## src/design/fsp_pkg.sv

```systemverilog
package fsp_pkg;

	localparam int NUMBER_BITS = 16;
	localparam int NUM_W = 16;
	localparam int SUM_W = NUM_W + 5;
	localparam logic [NUM_W-1:0] NUM_MAX = (NUMBER_BITS >= NUM_W) ? {NUM_W{1'b1}} :
		NUM_W'((64'd1 << NUMBER_BITS) - 64'd1);

	localparam logic [7:0] CH_MINUS = 8'h2D;
	localparam logic [7:0] CH_PLUS  = 8'h2B;
	localparam logic [7:0] CH_SPACE = 8'h20;
	localparam logic [7:0] CH_HASH  = 8'h23;
	localparam logic [7:0] CH_ZERO  = 8'h30;
	localparam logic [7:0] CH_NINE  = 8'h39;
	localparam logic [7:0] CH_STAR  = 8'h2A;
	localparam logic [7:0] CH_DOT   = 8'h2E;
	localparam logic [7:0] CH_LO_H  = 8'h68;
	localparam logic [7:0] CH_LO_L  = 8'h6C;
	localparam logic [7:0] CH_LO_J  = 8'h6A;
	localparam logic [7:0] CH_LO_Z  = 8'h7A;
	localparam logic [7:0] CH_LO_T  = 8'h74;
	localparam logic [7:0] CH_UP_L  = 8'h4C;

	localparam logic [2:0] PH_FLAGS  = 3'd0;
	localparam logic [2:0] PH_WDIG   = 3'd1;
	localparam logic [2:0] PH_WDONE  = 3'd2;
	localparam logic [2:0] PH_PSTART = 3'd3;
	localparam logic [2:0] PH_PDIG   = 3'd4;
	localparam logic [2:0] PH_PDONE  = 3'd5;
	localparam logic [2:0] PH_LEN1   = 3'd6;
	localparam logic [2:0] PH_LDONE  = 3'd7;

	localparam logic [1:0] PK_ABSENT = 2'd0;
	localparam logic [1:0] PK_DIGITS = 2'd1;
	localparam logic [1:0] PK_STAR   = 2'd2;

	localparam logic [3:0] LEN_NONE = 4'd0;
	localparam logic [3:0] LEN_H    = 4'd1;
	localparam logic [3:0] LEN_HH   = 4'd2;
	localparam logic [3:0] LEN_L    = 4'd3;
	localparam logic [3:0] LEN_LL   = 4'd4;
	localparam logic [3:0] LEN_J    = 4'd5;
	localparam logic [3:0] LEN_Z    = 4'd6;
	localparam logic [3:0] LEN_T    = 4'd7;
	localparam logic [3:0] LEN_UP_L = 4'd8;

	typedef struct packed {
		logic [2:0]       phase;
		logic [4:0]       flags;
		logic [NUM_W-1:0] width;
		logic             wstar;
		logic [NUM_W-1:0] prec;
		logic [1:0]       pmode;
		logic [3:0]       len;
		logic [7:0]       count;
		logic             ovf;
	} parse_state_t;

	typedef struct packed {
		logic [4:0]       flag_bits;
		logic [NUM_W-1:0] width_value;
		logic             width_from_argument;
		logic [NUM_W-1:0] precision_value;
		logic [1:0]       precision_kind;
		logic [3:0]       length_code;
		logic [7:0]       specifier_char;
		logic [7:0]       chars_consumed;
		logic             number_overflow;
	} parse_result_t;

	localparam parse_state_t STATE_CLEAR = '{
		phase: PH_FLAGS, flags: 5'd0, width: '0, wstar: 1'b0, prec: '0,
		pmode: PK_ABSENT, len: LEN_NONE, count: 8'd0, ovf: 1'b0
	};

endpackage

```

## src/design/fsp_digit_acc.sv

```systemverilog
module fsp_digit_acc (
	input  logic [fsp_pkg::NUM_W-1:0] acc,
	input  logic [7:0]                ch,
	output logic [fsp_pkg::NUM_W-1:0] sum,
	output logic                      sat
);
	import fsp_pkg::*;

	logic [3:0]       dig;
	logic [SUM_W-1:0] raw;

	always_comb begin
		dig = 4'(ch - CH_ZERO);
		raw = SUM_W'(acc) * SUM_W'(10) + SUM_W'(dig);
		sat = (raw > SUM_W'(NUM_MAX));
		sum = sat ? NUM_MAX : raw[NUM_W-1:0];
	end

endmodule

```

## src/design/fsp_parse_step.sv

```systemverilog
module fsp_parse_step (
	input  fsp_pkg::parse_state_t  cur,
	input  logic [7:0]             ch,
	output fsp_pkg::parse_state_t  nxt,
	output logic                   emit,
	output fsp_pkg::parse_result_t res
);
	import fsp_pkg::*;

	logic [NUM_W-1:0] w_sum;
	logic [NUM_W-1:0] p_sum;
	logic             w_sat;
	logic             p_sat;
	logic             is_dig;
	logic             done;
	logic [3:0]       lk;
	logic [7:0]       cnt;

	fsp_digit_acc u_wacc (.acc(cur.width), .ch(ch), .sum(w_sum), .sat(w_sat));
	fsp_digit_acc u_pacc (.acc(cur.prec),  .ch(ch), .sum(p_sum), .sat(p_sat));

	always_comb begin
		is_dig = (ch >= CH_ZERO) && (ch <= CH_NINE);
		case (ch)
			CH_LO_H: lk = LEN_H;
			CH_LO_L: lk = LEN_L;
			CH_LO_J: lk = LEN_J;
			CH_LO_Z: lk = LEN_Z;
			CH_LO_T: lk = LEN_T;
			CH_UP_L: lk = LEN_UP_L;
			default: lk = LEN_NONE;
		endcase
	end

	always_comb begin
		cnt = (cur.count == 8'hFF) ? cur.count : cur.count + 8'd1;
		nxt = cur;
		nxt.count = cnt;
		done = 1'b0;

		if (cur.phase == PH_FLAGS && ch == CH_MINUS) begin
			nxt.flags[0] = 1'b1;
		end else if (cur.phase == PH_FLAGS && ch == CH_PLUS) begin
			nxt.flags[1] = 1'b1;
		end else if (cur.phase == PH_FLAGS && ch == CH_SPACE) begin
			nxt.flags[2] = 1'b1;
		end else if (cur.phase == PH_FLAGS && ch == CH_HASH) begin
			nxt.flags[3] = 1'b1;
		end else if (cur.phase == PH_FLAGS && ch == CH_ZERO) begin
			nxt.flags[4] = 1'b1;
		end else if (cur.phase == PH_FLAGS && ch == CH_STAR) begin
			nxt.wstar = 1'b1;
			nxt.phase = PH_WDONE;
		end else if ((cur.phase == PH_FLAGS || cur.phase == PH_WDIG) && is_dig) begin
			nxt.width = w_sum;
			nxt.ovf = cur.ovf | w_sat;
			nxt.phase = PH_WDIG;
		end else if (cur.phase <= PH_WDONE && ch == CH_DOT) begin
			nxt.pmode = PK_DIGITS;
			nxt.phase = PH_PSTART;
		end else if (cur.phase == PH_PSTART && ch == CH_STAR) begin
			nxt.pmode = PK_STAR;
			nxt.phase = PH_PDONE;
		end else if ((cur.phase == PH_PSTART || cur.phase == PH_PDIG) && is_dig) begin
			nxt.prec = p_sum;
			nxt.ovf = cur.ovf | p_sat;
			nxt.phase = PH_PDIG;
		end else if (cur.phase == PH_LEN1) begin
			if (cur.len == LEN_H && ch == CH_LO_H) begin
				nxt.len = LEN_HH;
				nxt.phase = PH_LDONE;
			end else if (cur.len == LEN_L && ch == CH_LO_L) begin
				nxt.len = LEN_LL;
				nxt.phase = PH_LDONE;
			end else begin
				done = 1'b1;
			end
		end else if (cur.phase == PH_LDONE) begin
			done = 1'b1;
		end else if (lk != LEN_NONE) begin
			nxt.len = lk;
			nxt.phase = (lk == LEN_H || lk == LEN_L) ? PH_LEN1 : PH_LDONE;
		end else begin
			done = 1'b1;
		end

		res.flag_bits           = cur.flags;
		res.width_value         = cur.width;
		res.width_from_argument = cur.wstar;
		res.precision_value     = (cur.pmode == PK_DIGITS) ? cur.prec : '0;
		res.precision_kind      = cur.pmode;
		res.length_code         = cur.len;
		res.specifier_char      = ch;
		res.chars_consumed      = cnt;
		res.number_overflow     = cur.ovf;

		emit = done;
		if (done) begin
			nxt = STATE_CLEAR;
		end
	end

endmodule

```

## src/design/format_spec_parser_top.sv

```systemverilog
// Conversion specification parser.
// Input channel: in_valid/in_ready with one format character per item, the
// bytes that follow a percent sign. Output channel: out_valid/out_ready with
// one result item per specification, carrying flags, width, precision,
// length modifier, the specifier byte, the byte count and an overflow mark.
// Only the byte that ends a specification produces a result item.
// An item is captured in an input register, parsed combinationally against
// the running parse state, and its result lands in the output register once
// the parse stage advances, which a pending unaccepted result can hold back.
// Throughput is one byte per cycle unless a result waits on the receiver;
// the parse state update (compare set, two times-ten accumulates) sets it.
// Reset clears the input and output register valid bits and the parse
// state, so the next byte starts a new specification.
// When the receiver stalls with a result pending, the parse stage holds its
// byte and in_ready drops once the input register is full; nothing is lost.
module format_spec_parser_top (
	input  logic        clk,
	input  logic        arst_n,
	input  logic        in_valid,
	output logic        in_ready,
	input  logic [7:0]  character,
	output logic        out_valid,
	input  logic        out_ready,
	output logic [4:0]  flag_bits,
	output logic [15:0] width_value,
	output logic        width_from_argument,
	output logic [15:0] precision_value,
	output logic [1:0]  precision_kind,
	output logic [3:0]  length_code,
	output logic [7:0]  specifier_char,
	output logic [7:0]  chars_consumed,
	output logic        number_overflow
);
	import fsp_pkg::*;

	logic          valid_s1;
	logic [7:0]    char_s1;
	logic          advance;
	logic          emit;
	logic          out_valid_q;
	parse_state_t  state_q;
	parse_state_t  state_next;
	parse_result_t res_next;
	parse_result_t res_q;

	assign advance  = valid_s1 && (!out_valid_q || out_ready);
	assign in_ready = !valid_s1 || advance;

	fsp_parse_step u_step (
		.cur  (state_q),
		.ch   (char_s1),
		.nxt  (state_next),
		.emit (emit),
		.res  (res_next)
	);

	always_ff @(posedge clk or negedge arst_n) begin
		if (!arst_n) begin
			valid_s1 <= 1'b0;
		end else if (in_ready) begin
			valid_s1 <= in_valid;
		end
	end

	always_ff @(posedge clk) begin
		if (in_ready && in_valid) begin
			char_s1 <= character;
		end
	end

	always_ff @(posedge clk or negedge arst_n) begin
		if (!arst_n) begin
			state_q     <= STATE_CLEAR;
			out_valid_q <= 1'b0;
		end else begin
			if (advance) begin
				state_q <= state_next;
			end
			if (advance && emit) begin
				out_valid_q <= 1'b1;
			end else if (out_ready) begin
				out_valid_q <= 1'b0;
			end
		end
	end

	always_ff @(posedge clk) begin
		if (advance && emit) begin
			res_q <= res_next;
		end
	end

	assign out_valid           = out_valid_q;
	assign flag_bits           = res_q.flag_bits;
	assign width_value         = res_q.width_value;
	assign width_from_argument = res_q.width_from_argument;
	assign precision_value     = res_q.precision_value;
	assign precision_kind      = res_q.precision_kind;
	assign length_code         = res_q.length_code;
	assign specifier_char      = res_q.specifier_char;
	assign chars_consumed      = res_q.chars_consumed;
	assign number_overflow     = res_q.number_overflow;

	a_restart: assert property (@(posedge clk) disable iff (!arst_n)
		advance && emit |=> state_q.phase == PH_FLAGS && state_q.count == 8'd0)
		else $error("parse state not cleared after result");

	a_count: assert property (@(posedge clk) disable iff (!arst_n)
		out_valid_q |-> chars_consumed != 8'd0)
		else $error("result with zero byte count");

	a_pkind: assert property (@(posedge clk) disable iff (!arst_n)
		out_valid_q |-> precision_kind != 2'd3)
		else $error("bad precision kind");

	a_star: assert property (@(posedge clk) disable iff (!arst_n)
		out_valid_q && width_from_argument |-> width_value == '0)
		else $error("star width with digits");

	a_noloss: assert property (@(posedge clk) disable iff (!arst_n)
		out_valid_q && !out_ready |=> out_valid_q)
		else $error("pending result dropped");

endmodule
```

## config.mk

```make
export PLATFORM = sky130hd
export DESIGN_NAME = format_spec_parser_top
export DESIGN_NICKNAME = d
export VERILOG_FILES = /design/src/design/fsp_pkg.sv /design/src/design/fsp_digit_acc.sv /design/src/design/fsp_parse_step.sv /design/src/design/format_spec_parser_top.sv
export SDC_FILE = /design/constraint.sdc
export NUM_CORES = 1
export LEC_CHECK = 0
export ABC_AREA = 1
export BUFFER_PORTS_ARGS = -buffer_cell sky130_fd_sc_hd__buf_2
export CORE_MARGIN = 3
export CORE_UTILIZATION = 40
export DETAILED_ROUTE_END_ITERATION = 6
export GPL_TIMING_DRIVEN = 0
export PLACE_DENSITY = 0.6
export SYNTH_ARGS = -nofsm -noshare
export SYNTH_HDL_FRONTEND = slang
export SYNTH_SLANG_ARGS = --single-unit
```

## constraint.sdc

```tcl
create_clock -name clk -period 5.9 [get_ports clk]
set_input_delay 0.295 -clock clk [delete_from_list [all_inputs] [get_ports clk]]
set_output_delay 0.295 -clock clk [all_outputs]
set_load 0.05 [all_outputs]
```

==> summary.md <==
| Metric | Value |
|---|---|
| Status | finished clean |
| Grt peak-use layer | met2 |
| Most frequent cells in the layout | 233 x nand2_1, 136 x inv_1, 87 x nor2_1, 75 x buf_2, 69 x edfxtp_1 |
| Via count | 6352 |
| M1 GR Usage | 23.7% |
| Fin nets | 1116 |
| DRC | 0 |
| Via density | 4.85 |
| Vias in the first global route | 6157 |
| Largest net degree at the start of global routing | 59 |
| Asr flop ratio synth | 45.7% |
| Synth Warn # | 0 |
| Worst r2r src | state_q[16] |
| Die width | 147 um |
| Clock latency on the worst-skew pair | 0.42 ns |
| Post-synth net total | 1020 |
| Relative slew margins | 47.2% |
| Met2 usage | 27.7% |
| Fillers | 1833 |
| H-tree depth | 4 |
| TritonRoute pass-1 iters | 7 |
| Post-cts resize count | 0 |
| Final hold slack | 0.0508 ns |
| Final hold violations | 0 |
| Grt met3 use | 3.27% |
| Overall power | 2.73 mW |
| Critical Path Start Type | flop |
| Area growth syn-to-layout | 17.1% |
| Mapped Cells | 941 |
| Multiplexer share of the synthesized area | 0% |
| Reg2reg setup slack | 2.54 ns |
| Number of hold buffers added after CTS | 1 |
| Post-synthesis simple-gate area fraction | 25.0% |
| Reg-to-reg endpoint | state_q[19] |
| Compound-cell area share of the yosys netlist | 9.61% |
| Top_reg_cell synth | edfxtp_1 |
| Placed Cells | 1277 |
| RSZ-0062 raised after global routing | no |
| Syn avg cell area | 8.42 sq um |
| Avg WL per Cell | 13.6 um |
| Core area | 19100 sq um |
| Worst R2R Path Depth | 19 |
| CTS buffer count | 17 |
| Largest family of logic cells by synthesized area | simple AND/OR/NAND/NOR gates |
| Initial antenna violation count | 0 |
| Clock sink count | 127 |
| Max-cap violations | 0 |
| Die area | 21500 sq um |
| Finished layout cell area | 9280 sq um |
| CP endpoint kind | flop |
| Die Ht | 147 um |
| Final slew viol count | 0 |
| Hold Path Class | input pin to flop |
| Initial core utilization | 41.5% |
| Tmin final | 3.36 ns |
| CTS tree | done |
| Clock Tree Root | clkbuf_16 |
| Post-synthesis register bit count | 127 |
| Final GP Congestion | 0.859 |
| Fin crit share | 56.9% |
| First-pass GRT wire length | 30300 um |
| Setup Crit Path Kind | flop to flop |
| Clk buf depth | 2 |
| Layout Cells excl Fill | 1310 |
| Post-CTS setup buffer count | 0 |
| Fmax | 298 MHz |
| Worst path arrival time | 3.65 ns |
| Placement Rows | 50 |
| Worst vdd ir | 239 uV |
| Hold Path Stages | 1 |
| Count of different cell masters after synthesis | 49 |
| Ant. Diodes | 0 |
| GRT Total Usage | 17.3% |
| Placed Instance Area | 8680 sq um |
| Post-Synth Adder-Cell Area | 11.0% |
| Critical Path RT | 6.19 ns |
| Layout Skew | 0.0131 ns |
| DP Wirelength | 13400 um |
| Leading cell type in the layout, fill and taps excluded | nand2_1 |
| CP startpoint | state_q[16] |
| Pwr Density | 294 nW/um^2 |
| DRT iter0 DRCs | 355 |
| Leak Pwr | 4.55 nW |
| Setup TNS | 0 ns |
| Routed Antenna Nets | 0 |
| Sequential fraction of the synthesis area | 44.5% |
| Hold Path Sink | char_s1[2] |
| Clock transition at path regs | 0.06 ns |
| PortBufs | 74 |
| Finish-stage setup viols | 0 |
| Post-synth EDFFs | 69 |
| Synth Area in XOR/XNOR | 2.19% |
| HP Start | character[2] |
| Total grt overflow | 0 |
| Worst slew pin tran | 0.792 ns |
| # IOs | 75 |
| Crit path max fanout | 10 |
| Layout cell share with drive strength beyond 1 | 16.6% |
| Final WL | 17800 um |
| Mapped Area | 7930 sq um |
==> sequential cells by signal, indices dropped and copies added, names as in the netlist, 4 cells and up <==
signal	flops
width_value	16
char_s1	8
specifier_char	8
precision_value	16
length_code	4
flag_bits	5
chars_consumed	8
state_q	56
==> power by group <==
| part | leakage [nW] | switching, mW | internal [mW] |
|---|---|---|---|
| sequential | 1.48 | 0.0466 | 1.05 |
| clock | 0.278 | 0.393 | 0.665 |
| combinational | 2.80 | 0.445 | 0.136 |
| total | 4.55 | 0.885 | 1.85 |
==> cells in the mapped netlist, types with 3 or more instances <==
cell | count | area share, %
a21oi_1 | 29 | 1.8
a21oi_2 | 6 | 0.66
a31oi_1 | 3 | 0.24
dfrtp_1 | 58 | 18
edfxtp_1 | 69 | 26
fa_1 | 4 | 1.0
ha_1 | 63 | 9.9
inv_1 | 136 | 6.4
inv_2 | 7 | 0.33
nand2_1 | 233 | 11
nand2_2 | 9 | 0.71
nand3_1 | 64 | 4.0
nand3_2 | 7 | 0.88
nand4_1 | 15 | 1.2
nor2_1 | 87 | 4.1
nor2_2 | 11 | 0.87
nor2_4 | 3 | 0.43
nor3_1 | 6 | 0.38
o21ai_0 | 37 | 2.3
o21ai_1 | 28 | 1.8
o21ai_2 | 4 | 0.44
o21bai_1 | 3 | 0.28
o22ai_1 | 3 | 0.24
o22ai_2 | 3 | 0.47
o41ai_1 | 4 | 0.44
xnor2_1 | 6 | 0.66
xor2_1 | 12 | 1.3
==> cells by family after synthesis <==
| logic type | Yosys count |
|---|---|
| xor+xnor | 19 |
| fa+ha+maj | 67 |
| simple gates | 447 |
| compound gates | 127 |
| buf+inv | 154 |
| flops | 127 |
==> through the flow <==
step                util [%]  setup slack, ns
detailed placement      45.5             2.55
finish                  48.6             2.54
global route            48.6             2.20
floorplan                  -             2.22
global placement        45.2            0.877
CTS                     48.6             2.52
==> how the worst max path moves through the flow <==
stage	to	slack, ns	cells after the start
finish	state_q[19]	2.54	19
global route	state_q[37]	2.20	16
CTS	state_q[19]	2.52	19
detailed placement	state_q[19]	2.55	19
global placement	width_value[8]	0.88	11
floorplan	chars_consumed[0]	2.22	11
==> worst max-delay path, stage by stage, from the launching register on <==
cell	delay [ns]
dfrtp_1	0.43
ha_1	0.30
ha_1	0.21
inv_1	0.07
fa_1	0.40
inv_1	0.10
nand3_1	0.08
nand2_1	0.13
nand2_1	0.06
nand2_1	0.08
nand2_2	0.06
nor2_1	0.16
nand3_2	0.14
nor2_4	0.13
nand3_2	0.10
a21oi_4	0.23
nand2_4	0.13
buf_8	0.19
a21oi_2	0.14
o22ai_2	0.07
==> routing by layer <==
| layer | share of wire [%] | vias to the layer above |
|---|---|---|
| met4 | 1.9 | 0 |
| li1 | - | 3303 |
| met3 | 3.4 | 21 |
| met5 | 0 | - |
| met1 | 49 | 2911 |
| met2 | 46 | 117 |
==> cell type report <==
type | count | area (sq um) | area share, %
inverters | 145 | 547 | 5.89
clock inverters | 13 | 164 | 1.77
flip-flops and latches | 127 | 3520 | 38.0
clock buffers | 19 | 433 | 4.66
plain buffers | 9 | 70.1 | 0.755
repair buffers | 77 | 430 | 4.64
well taps | 260 | 325 | 3.50
multi-input cells | 660 | 3790 | 40.8
(Power assumes the default switching activity.)
